### src/sv/i2cbe_pkg.sv
package i2cbe_pkg;

  // bus command codes
  typedef enum logic [2:0] {
    OP_START = 3'd0,
    OP_STOP  = 3'd1,
    OP_WRITE = 3'd2,
    OP_WAIT  = 3'd3,
    OP_READ  = 3'd4,
    OP_ACK   = 3'd5,
    OP_NACK  = 3'd6
  } op_t;

  // step codes, the meaning of steps one to four depends on the command
  typedef enum logic [2:0] {
    PH_IDLE  = 3'd0,
    PH_STEP1 = 3'd1,
    PH_STEP2 = 3'd2,
    PH_STEP3 = 3'd3,
    PH_STEP4 = 3'd4
  } phase_t;

  // configuration register indexes
  localparam int unsigned CFG_IDX_W = 1;
  localparam logic [CFG_IDX_W-1:0] CFG_PHASE_TICKS = 1'd0;
  localparam logic [CFG_IDX_W-1:0] CFG_ACK_TIMEOUT = 1'd1;
  localparam int unsigned CFG_DATA_W = 16;

  localparam logic [15:0] PHASE_TICKS_RST = 16'd1;
  localparam logic [7:0]  ACK_TIMEOUT_RST = 8'd200;

  localparam logic [3:0] BITS_PER_BYTE = 4'd8;

  typedef struct packed {
    phase_t      phase;
    op_t         op;
    logic [3:0]  bit_count;
    logic [7:0]  shift_reg;
    logic [15:0] tick_count;
    logic [7:0]  poll_count;
    logic        scl_level;
    logic        sda_level;
    logic        ack_error;
    logic [7:0]  rd_hold;
  } state_t;

  localparam state_t ST_RESET = '{
    phase:      PH_IDLE,
    op:         OP_START,
    bit_count:  4'd0,
    shift_reg:  8'd0,
    tick_count: 16'd0,
    poll_count: 8'd0,
    scl_level:  1'b1,
    sda_level:  1'b1,
    ack_error:  1'b0,
    rd_hold:    8'd0
  };

endpackage

### src/sv/i2c_master_bit_engine_core.sv
// i2c master bit engine: each accepted input transaction is one timing tick that may carry a
// command (start, stop, write byte, wait ack, read byte, send ack, send nack) plus the sampled
// sda level, and yields exactly one result transaction with the scl/sda drives after that tick,
// busy, a done strobe, the last read byte and the missing-ack flag. every bus step but the
// ack poll holds for phase_ticks ticks (zero acts as one); wait-ack polls sda once per tick
// and after more than ack_timeout_limit high polls runs a stop sequence and raises
// ack_missing. commands offered while busy, and function code seven, are dropped. one tick
// is taken every clock cycle while in_stall is low; a tick passes an input register and one
// combinational step into the output register. sda/scl are open-drain style: 1 releases.
// configuration writes are always ready and must only be issued while the engine is idle.
module i2c_master_bit_engine_core (
  input  logic                             clk,
  input  logic                             rst,
  // tick input channel
  input  logic                             in_valid,
  output logic                             in_stall,
  input  logic                             cmd_valid,
  input  logic [2:0]                       func,
  input  logic [7:0]                       wr_byte,
  input  logic                             sda_in,
  // result output channel
  output logic                             out_valid,
  input  logic                             out_stall,
  output logic                             scl_out,
  output logic                             sda_out,
  output logic                             busy_res,
  output logic                             cmd_done,
  output logic [7:0]                       rd_byte,
  output logic                             ack_missing,
  // configuration write channel
  input  logic                             cfg_valid,
  output logic                             cfg_ready,
  input  logic [i2cbe_pkg::CFG_IDX_W-1:0]  cfg_index,
  input  logic [i2cbe_pkg::CFG_DATA_W-1:0] cfg_data
);

  // configuration registers
  logic [15:0] phase_ticks;
  logic [7:0]  ack_timeout_limit;

  // input register stage
  logic        s1_valid;
  logic        s1_cmd_valid;
  logic [2:0]  s1_func;
  logic [7:0]  s1_wr_byte;
  logic        s1_sda_in;
  logic        s1_adv;

  // engine state
  i2cbe_pkg::state_t st;
  i2cbe_pkg::state_t st_next;
  logic              step_done;

  assign cfg_ready = 1'b1;

  always_ff @(posedge clk) begin
    if (rst) begin
      phase_ticks       <= i2cbe_pkg::PHASE_TICKS_RST;
      ack_timeout_limit <= i2cbe_pkg::ACK_TIMEOUT_RST;
    end else if (cfg_valid && cfg_ready) begin
      if (cfg_index == i2cbe_pkg::CFG_PHASE_TICKS) phase_ticks <= cfg_data[15:0];
      if (cfg_index == i2cbe_pkg::CFG_ACK_TIMEOUT) ack_timeout_limit <= cfg_data[7:0];
    end
  end

  // the tick in the input register moves on whenever the output register is empty
  // or its result is being taken in this cycle
  assign s1_adv   = !out_valid || !out_stall;
  assign in_stall = s1_valid && !s1_adv;

  always_ff @(posedge clk) begin
    if (rst) begin
      s1_valid <= 1'b0;
    end else if (!in_stall) begin
      s1_valid <= in_valid;
    end
  end

  // payload capture, no reset needed
  always_ff @(posedge clk) begin
    if (in_valid && !in_stall) begin
      s1_cmd_valid <= cmd_valid;
      s1_func      <= func;
      s1_wr_byte   <= wr_byte;
      s1_sda_in    <= sda_in;
    end
  end

  // one tick of the bus sequencer
  i2cbe_step u_step (
    .st                (st),
    .cmd_valid         (s1_cmd_valid),
    .func              (s1_func),
    .wr_byte           (s1_wr_byte),
    .sda_in            (s1_sda_in),
    .phase_ticks       (phase_ticks),
    .ack_timeout_limit (ack_timeout_limit),
    .st_next           (st_next),
    .done              (step_done)
  );

  // state advances only when the tick's result is written to the output register
  always_ff @(posedge clk) begin
    if (rst) begin
      st <= i2cbe_pkg::ST_RESET;
    end else if (s1_valid && s1_adv) begin
      st <= st_next;
    end
  end

  always_ff @(posedge clk) begin
    if (rst) begin
      out_valid <= 1'b0;
    end else if (s1_valid && s1_adv) begin
      out_valid <= 1'b1;
    end else if (!out_stall) begin
      out_valid <= 1'b0;
    end
  end

  // result register, holds while stalled
  always_ff @(posedge clk) begin
    if (s1_valid && s1_adv) begin
      scl_out     <= st_next.scl_level;
      sda_out     <= st_next.sda_level;
      busy_res    <= (st_next.phase != i2cbe_pkg::PH_IDLE);
      cmd_done    <= step_done;
      rd_byte     <= st_next.rd_hold;
      ack_missing <= st_next.ack_error;
    end
  end

endmodule

### src/sv/i2cbe_step.sv
module i2cbe_step (
  input  i2cbe_pkg::state_t st,
  input  logic              cmd_valid,
  input  logic [2:0]        func,
  input  logic [7:0]        wr_byte,
  input  logic              sda_in,
  input  logic [15:0]       phase_ticks,
  input  logic [7:0]        ack_timeout_limit,
  output i2cbe_pkg::state_t st_next,
  output logic              done
);

  // enter a new step: clear the step timer and change at most one line
  function automatic i2cbe_pkg::state_t enter_step(i2cbe_pkg::state_t s, logic [2:0] ph);
    i2cbe_pkg::state_t r;
    r = s;
    r.phase = i2cbe_pkg::phase_t'(ph);
    r.tick_count = '0;
    case (s.op)
      i2cbe_pkg::OP_START: begin
        if (ph == i2cbe_pkg::PH_STEP1) r.sda_level = 1'b1;
        else if (ph == i2cbe_pkg::PH_STEP2) r.scl_level = 1'b1;
        else if (ph == i2cbe_pkg::PH_STEP3) r.sda_level = 1'b0;
        else r.scl_level = 1'b0;
      end
      i2cbe_pkg::OP_STOP: begin
        if (ph == i2cbe_pkg::PH_STEP1) r.scl_level = 1'b0;
        else if (ph == i2cbe_pkg::PH_STEP2) r.sda_level = 1'b0;
        else if (ph == i2cbe_pkg::PH_STEP3) r.scl_level = 1'b1;
        else r.sda_level = 1'b1;
      end
      i2cbe_pkg::OP_WRITE: begin
        if (ph == i2cbe_pkg::PH_STEP2) begin
          r.sda_level = s.shift_reg[7];
          r.shift_reg = {s.shift_reg[6:0], 1'b0};
        end else if (ph == i2cbe_pkg::PH_STEP3) begin
          r.scl_level = 1'b1;
        end else begin
          r.scl_level = 1'b0;
        end
      end
      i2cbe_pkg::OP_WAIT: begin
        if (ph == i2cbe_pkg::PH_STEP1) r.sda_level = 1'b1;
        else if (ph == i2cbe_pkg::PH_STEP2) r.scl_level = 1'b1;
        else if (ph == i2cbe_pkg::PH_STEP4) r.scl_level = 1'b0;
      end
      i2cbe_pkg::OP_READ: begin
        if (ph == i2cbe_pkg::PH_STEP1) r.sda_level = 1'b1;
        else if (ph == i2cbe_pkg::PH_STEP3) r.scl_level = 1'b1;
        else r.scl_level = 1'b0;
      end
      default: begin
        if (ph == i2cbe_pkg::PH_STEP1) r.scl_level = 1'b0;
        else if (ph == i2cbe_pkg::PH_STEP2) r.sda_level = (s.op == i2cbe_pkg::OP_NACK);
        else if (ph == i2cbe_pkg::PH_STEP3) r.scl_level = 1'b1;
        else r.scl_level = 1'b0;
      end
    endcase
    return r;
  endfunction

  logic [15:0] limit;
  logic [15:0] tick_inc;
  logic [3:0]  bit_inc;
  i2cbe_pkg::state_t nx;

  assign limit    = (phase_ticks == 16'd0) ? 16'd1 : phase_ticks;
  assign tick_inc = st.tick_count + 16'd1;
  assign bit_inc  = st.bit_count + 4'd1;

  always_comb begin
    nx   = st;
    done = 1'b0;
    if (st.phase == i2cbe_pkg::PH_IDLE) begin
      if (cmd_valid && func <= 3'(i2cbe_pkg::OP_NACK)) begin
        nx.op         = i2cbe_pkg::op_t'(func);
        nx.bit_count  = '0;
        nx.poll_count = '0;
        nx.shift_reg  = (func == 3'(i2cbe_pkg::OP_WRITE)) ? wr_byte : 8'd0;
        if (func == 3'(i2cbe_pkg::OP_WAIT)) nx.ack_error = 1'b0;
        nx = enter_step(nx, i2cbe_pkg::PH_STEP1);
      end
    end else if (st.op == i2cbe_pkg::OP_WAIT && st.phase == i2cbe_pkg::PH_STEP3) begin
      // ack poll, one sample per tick
      if (!sda_in) begin
        nx = enter_step(nx, i2cbe_pkg::PH_STEP4);
      end else if (st.poll_count >= ack_timeout_limit) begin
        nx.ack_error = 1'b1;
        nx.op        = i2cbe_pkg::OP_STOP;
        nx = enter_step(nx, i2cbe_pkg::PH_STEP1);
      end else begin
        nx.poll_count = st.poll_count + 8'd1;
      end
    end else begin
      nx.tick_count = tick_inc;
      if (tick_inc >= limit) begin
        if (st.op == i2cbe_pkg::OP_WRITE && st.phase == i2cbe_pkg::PH_STEP3) begin
          nx.bit_count = bit_inc;
          nx = enter_step(nx, (bit_inc < i2cbe_pkg::BITS_PER_BYTE) ?
                              i2cbe_pkg::PH_STEP1 : i2cbe_pkg::PH_STEP4);
        end else if (st.op == i2cbe_pkg::OP_READ && st.phase == i2cbe_pkg::PH_STEP3) begin
          nx.shift_reg = {st.shift_reg[6:0], sda_in};
          nx.bit_count = bit_inc;
          nx = enter_step(nx, (bit_inc < i2cbe_pkg::BITS_PER_BYTE) ?
                              i2cbe_pkg::PH_STEP2 : i2cbe_pkg::PH_STEP4);
        end else if (st.phase < i2cbe_pkg::PH_STEP4) begin
          nx = enter_step(nx, st.phase + 3'd1);
        end else begin
          if (st.op == i2cbe_pkg::OP_READ) nx.rd_hold = st.shift_reg;
          nx.phase      = i2cbe_pkg::PH_IDLE;
          nx.tick_count = '0;
          done          = 1'b1;
        end
      end
    end
  end

  assign st_next = nx;

endmodule

### config.mk
export PLATFORM = sky130hd
export DESIGN_NAME = i2c_master_bit_engine_core
export DESIGN_NICKNAME = d
export VERILOG_FILES = /design/src/sv/i2cbe_pkg.sv /design/src/sv/i2c_master_bit_engine_core.sv /design/src/sv/i2cbe_step.sv
export SDC_FILE = /design/constraint.sdc
export NUM_CORES = 1
export LEC_CHECK = 0
export BUFFER_PORTS_ARGS = -buffer_cell sky130_fd_sc_hd__buf_2
export CAP_MARGIN = 5
export CORE_MARGIN = 4
export CORE_UTILIZATION = 55
export DETAILED_ROUTE_END_ITERATION = 10
export PLACE_DENSITY = 0.82
export SYNTH_ARGS = -nofsm -noshare
export SYNTH_HDL_FRONTEND = slang
export SYNTH_SLANG_ARGS = --single-unit
### constraint.sdc
create_clock -name clk -period 4.9 [get_ports clk]
set_input_delay 0.735 -clock clk [delete_from_list [all_inputs] [get_ports clk]]
set_output_delay 0.735 -clock clk [all_outputs]
set_load 0.01 [all_outputs]
==> flow_metrics.tcl, run 1 <==
set metrics [dict create \
    grt.total_usage_pct 21.9 \
    overflow 0 \
    slew_viol_final 0 \
    numCtsBuffers 9 \
    die-area_um2 12300 \
    vdd_drop_max_mv 0.154 \
    finalPower_mw 1.69 \
    ys_warn_count 0 \
    synth_top_area_share_pct 27.1 \
    yosysMostFrequentCell "nand2_1" \
    routed_wirelength_um 13000 \
    hp-class "reg -> reg" \
    nets 758 \
    power_leakage_nw 2.36 \
    wire_per_inst_um 15.7 \
    firstDrtPassIters 5 \
    crit_path_max_fanout 16 \
    gp_congestion 0.880 \
    syn_nets 730 \
    critical_path.slowest_cell "nor4_4" \
    cts-root-buf "clkbuf_8" \
    post-cts-setup-buffers 0 \
    status "finished clean" \
    grt_pass1_wl_um 22500 \
    grt_pass1_vias 4691 \
    fin_crit_sh_pct 87.2 \
    multiInputGateArea_um2 3190 \
    cts.sinks 105 \
    core_area_um2 10300 \
    path_cells "ha_1, nand3_2, nor4_2, nand3_1, nor2_1, xor2_1, ha_1, o21a_1, a21oi_1, nand3_1, o21a_2, nor4_4, nand3b_1, a31oi_1" \
    dieWidth_um 111 \
    arrival_ps 4590 \
    drcViolationCount 0 \
    r2r_slack_ps 620 \
    hpwl_um 9320 \
    crit_type "reg -> reg" \
    syn_avg_cell_area_um2 8.83 \
    start_util_pct 56.6 \
    cp.required_ps 5220 \
    drive_above_1_share_pct 13.0 \
    tns_ps 0 \
    cellPowerDensity_nw_per_um2 268 \
    clk_latency_ps 390 \
    cts_resized 0 \
    endpoint_kind "register" \
    fp-row-count 37 \
    synth_seq_cells 105 \
    ant_nets 0 \
    num_vias 4927 \
    diodes 0 \
    worst_pin_slew_ps 984 \
    rsz0062_at_grt "false" \
    async_flop_share_pct 0 \
    skew_ps 13.6 \
    antenna_found_initial 0 \
    nFillCells 861 \
    synthTopCellsByArea "dfxtp_1 (27%), edfxtp_1 (13%), ha_1 (7.3%), nand2_1 (6.5%), a21oi_1 (3.4%)" \
    viasPerCell 5.94 \
    cp-start-kind "register" \
    maxCapViolations 0 \
    ys_types 79 \
    io_pins 51 \
    h-tree-depth 3 \
    final-seq-area_um2 2360 \
    fmax_mhz 234 \
    holdBufCountCts 0 \
    clk_pin_slew_ps 100 \
    yosysTopAreaCell "dfxtp_1" \
    fp.dieH_um 111 \
    synth-edff-count 26 \
    syn_area_um2 5840 \
    port_buffers 49 \
    ctsLongestPathBuffers 2 \
    synth-main-ff-cell "dfxtp_1" \
    max-slew-margin-rel_pct 34.3 \
    max_stage_delay_ps 750 \
    timing.final.ws_setup_ps 625 \
    finalHoldViolations 0 \
    pre_cts_ws_ps 708 \
    setup_viol 0 \
    netlist_top_cells_count "nand2_1 (101), dfxtp_1 (79), nor2_1 (53), a21oi_1 (40), ha_1 (34)" \
    cts_tree "built" \
    drt_iter0_markers 360 \
    syn_inst 661 \
    grt_max_degree 72 \
    synth-seq-area-share_pct 40.5 \
    syn_to_final_growth_pct 7.95 \
    post-route-min-period_ps 4280 \
]
logic make-up after synthesis:
logic type / Yosys count / synth area share, %
simple gates: 277 / 24.1
fa+ha+maj: 34 / 7.29
compound gates: 136 / 16.3
flops: 105 / 40.5
other cells: 1 / 0.0642
xor+xnor: 23 / 3.45
mux: 19 / 3.45
buf+inv: 66 / 4.89
layout make-up:
class / count / area share, %
Multi-Input combinational cell: 490 / 50.6
Tap cell: 136 / 2.70
Inverter: 33 / 1.97
Sequential cell: 105 / 37.5
Timing Repair Buffer: 50 / 4.01
Clock inverter: 7 / 1.25
Clock buffer: 9 / 1.97
per-layer routing:
metal / wire length [um] / GRT usage, % / share of wire [%] / up-vias
li1: - / - / - / 2419
met1: 5870 / 30.8 / 45 / 2296
met2: 6060 / 33.9 / 46 / 193
met3: 924 / 5.13 / 7.1 / 19
met4: 178 / 6.16 / 1.4 / 0
met5: 0 / 0 / 0 / -
through the flow:
stage          std cells  util (%)  hold slack, ps  cell area [um^2]
2_1_floorplan        661         -             436              5840
3_3_place_gp         814      59.1             449              6100
3_5_place_dp         814      59.1             450              6100
4_1_cts              830      61.1             471              6300
5_1_grt              830      61.1             486              6300
6_report             830      61.1             468              6300
sequential cells by signal, summed over array words and instances, names as in the netlist, 3 cells and up:
name               cells
ack_timeout_limit      8
phase_ticks           16
rd_byte                8
s1_func                3
s1_wr_byte             8
st                    53
critical path, delay by kind of cell, from the launching register on:
family,cells,cell delay [ps]
AOI/OAI and AO/OA,4,920
xor gates and xnor gates,1,210
adders and majority gates,2,550
DFF,1,450
and+or+nand+nor,7,2060
layout by cell type (no fill, tap or decap), types with 5 or more instances in the layout:
cell type	instances
a22oi_1	5
nand3_1	22
nor2b_1	14
nor4_1	6
a21oi_1	40
xor2_1	11
mux2_1	8
inv_1	32
nand2_1	101
a221oi_1	10
nor2_1	53
nand2b_1	5
nand3b_1	19
o2111ai_1	5
o21ai_0	8
ha_1	34
a31oi_1	13
edfxtp_1	26
and3_1	5
a211oi_1	9
mux2i_1	10
buf_2	49
clkbuf_8	9
nor3_1	18
dfxtp_1	79
xnor2_1	12
final timing paths:
| path | start | end | cells past startpoint |
|---|---|---|---|
| hold reg to reg | ack_timeout_limit[1] | ack_timeout_limit[1] | 2 |
| setup reg to reg | st[19] | st[26] | 14 |
| hold / removal | ack_timeout_limit[1] | ack_timeout_limit[1] | 2 |
| setup / recovery | st[19] | st[26] | 14 |
power breakdown:
| part | switching [mW] | leakage (nW) | internal (mW) |
|---|---|---|---|
| Sequential | 0.0284 | 0.892 | 0.918 |
| Combinational | 0.119 | 1.37 | 0.0711 |
| Clock | 0.312 | 0.0977 | 0.241 |
| Total | 0.460 | 2.36 | 1.23 |
Power figures use the tool's default switching activity.
==> run 2, diff against run 1 <==
- BUFFER_PORTS_ARGS: -buffer_cell sky130_fd_sc_hd__buf_2 -> -buffer_cell sky130_fd_sc_hd__clkbuf_2
==> run 2 against run 1 <==
  * Count of clock-buffer cells in the layout increased by 1
  * Power increased by 0.17%
  * Final area unchanged
  * Register-to-register slack got worse by 50 ps
  * First-iteration DRC count increased by 44%
  * Global-route usage decreased by 0.48 points
  * Combinational power about the same
  * Final cell count unchanged
  * Worst hold slack got worse by 6.0 ps
  * Die area unchanged
==> flow_metrics.tcl, run 2 (synthesis gave the netlist of run 1 again) <==
set metrics [dict create \
    layout_common_cells "nand2_1 (101), dfxtp_1 (79), nor2_1 (53), clkbuf_2 (49), a21oi_1 (40)" \
    grt_max_degree 42 \
    holdWs_ps 462 \
    largest_reg_flops 53 \
    maxCapViolations 0 \
    holdBufCountCts 0 \
    fmax_mhz 231 \
    cts_resized 0 \
    hp-class "reg -> reg" \
    pre_cts_ws_ps 671 \
    port_buffers 49 \
    arrival_ps 4640 \
    crit_path_max_fanout 16 \
    rsz0062_at_grt "false" \
    h-tree-depth 3 \
    power_leakage_nw 2.37 \
    fp-row-count 37 \
    setup_viol 0 \
    largest_register "st" \
    viasPerCell 6.06 \
    nets 758 \
    worst_pin_slew_ps 980 \
    skew_ps 12.4 \
    post-route-min-period_ps 4330 \
    diodes 0 \
    tns_ps 0 \
    start_util_pct 56.6 \
    dieWidth_um 111 \
    finalPower_mw 1.69 \
    routed_wirelength_um 13300 \
    clk_pin_slew_ps 100 \
    max_stage_delay_ps 780 \
    final_common_cell "nand2_1" \
    drive_above_1_share_pct 12.8 \
    path_cells "ha_1, nand3_2, nor4_2, nand3_1, nor2_1, xor2_1, ha_1, o21a_1, a21oi_1, nand3_1, o21a_2, nor4_4, nand3b_1, a31oi_1" \
    firstDrtPassIters 5 \
    hpwl_um 9760 \
    antenna_found_initial 0 \
    die-area_um2 12300 \
    ctsLongestPathBuffers 2 \
    finalHoldViolations 0 \
    cts_tree "built" \
    fp.dieH_um 111 \
    fin_crit_sh_pct 88.3 \
    cp.required_ps 5210 \
    drt_iter0_markers 517 \
    overflow 0 \
    io_pins 51 \
    gp_congestion 0.915 \
    cp-start-kind "register" \
    numCtsBuffers 9 \
    vdd_drop_max_mv 0.187 \
    cellPowerDensity_nw_per_um2 269 \
    timing.final.ws_setup_ps 572 \
    crit_type "reg -> reg" \
    max-slew-margin-rel_pct 34.5 \
    reg_top3 "st: 53 flops, phase_ticks: 16 flops" \
    cts.sinks 105 \
    cts-root-buf "clkbuf_8" \
    ant_nets 0 \
    status "finished clean" \
    grt.total_usage_pct 21.4 \
    grt_pass1_vias 4652 \
    num_vias 5030 \
    clk_latency_ps 380 \
    post-cts-setup-buffers 0 \
    critical_path.slowest_cell "nor4_4" \
    endpoint_kind "register" \
    wire_per_inst_um 16.1 \
    grt_pass1_wl_um 22300 \
    syn_to_final_growth_pct 7.95 \
    core_area_um2 10300 \
    drcViolationCount 0 \
    slew_viol_final 0 \
]
## run 2: cell count changes in the layout (fill, tap and decap cells not counted)
cell | previous run | this run
buf_2 | 49 | 0
clkbuf_2 | 0 | 49
clkbuf_1 | 0 | 1
clkinv_2 | 1 | 0
clkinv_4 | 1 | 2
clkinvlp_4 | 2 | 1
## run 2: final timing paths
kind,to,cells past startpoint,slack (ps),from
worst min register to register,ack_timeout_limit[5],2,460,ack_timeout_limit[5]
worst max register to register,st[25],14,570,st[19]
worst min-delay path,ack_timeout_limit[5],2,460,ack_timeout_limit[5]
worst max-delay path,st[25],14,570,st[19]
## run 2: critical path: cells and delay by family, from the launching register on
kind | cells | cell delay, ps
DFF | 1 | 440
and+or+nand+nor | 7 | 2110
AOI/OAI and AO/OA | 4 | 940
adders and majority gates | 2 | 550
xor gates and xnor gates | 1 | 210
## run 2: cell type report
class                   count  area [um^2]
repair buffers             50          253
clock inverters             6         75.1
well taps                 136          170
fillers                   846         4020
inverters                  33          124
multi-input cells         490         3190
clock buffers              10          128
flip-flops and latches    105         2360
## run 2: through the flow
stage	util, %	instance area (um^2)	cells
4_1_cts	61.1	6300	830
2_1_floorplan	-	5840	661
6_report	61.1	6300	830
3_3_place_gp	59.1	6100	814
5_1_grt	61.1	6300	830
3_5_place_dp	59.1	6100	814
## run 2: power breakdown
group          switching, mW  leakage [nW]  total [mW]  internal [mW]
logic                  0.122          1.38       0.193         0.0713
registers             0.0285         0.892       0.946          0.918
clock network          0.310        0.0990       0.554          0.244
total                  0.461          2.37        1.69           1.23
## run 2: layer usage
layer | share of wire, % | GRT usage, % | vias up
met5 | 0 | 0 | -
met1 | 45 | 29.4 | 2383
li1 | - | - | 2414
met4 | 1.9 | 7.22 | 0
met3 | 7.0 | 3.66 | 29
met2 | 46 | 34.4 | 204
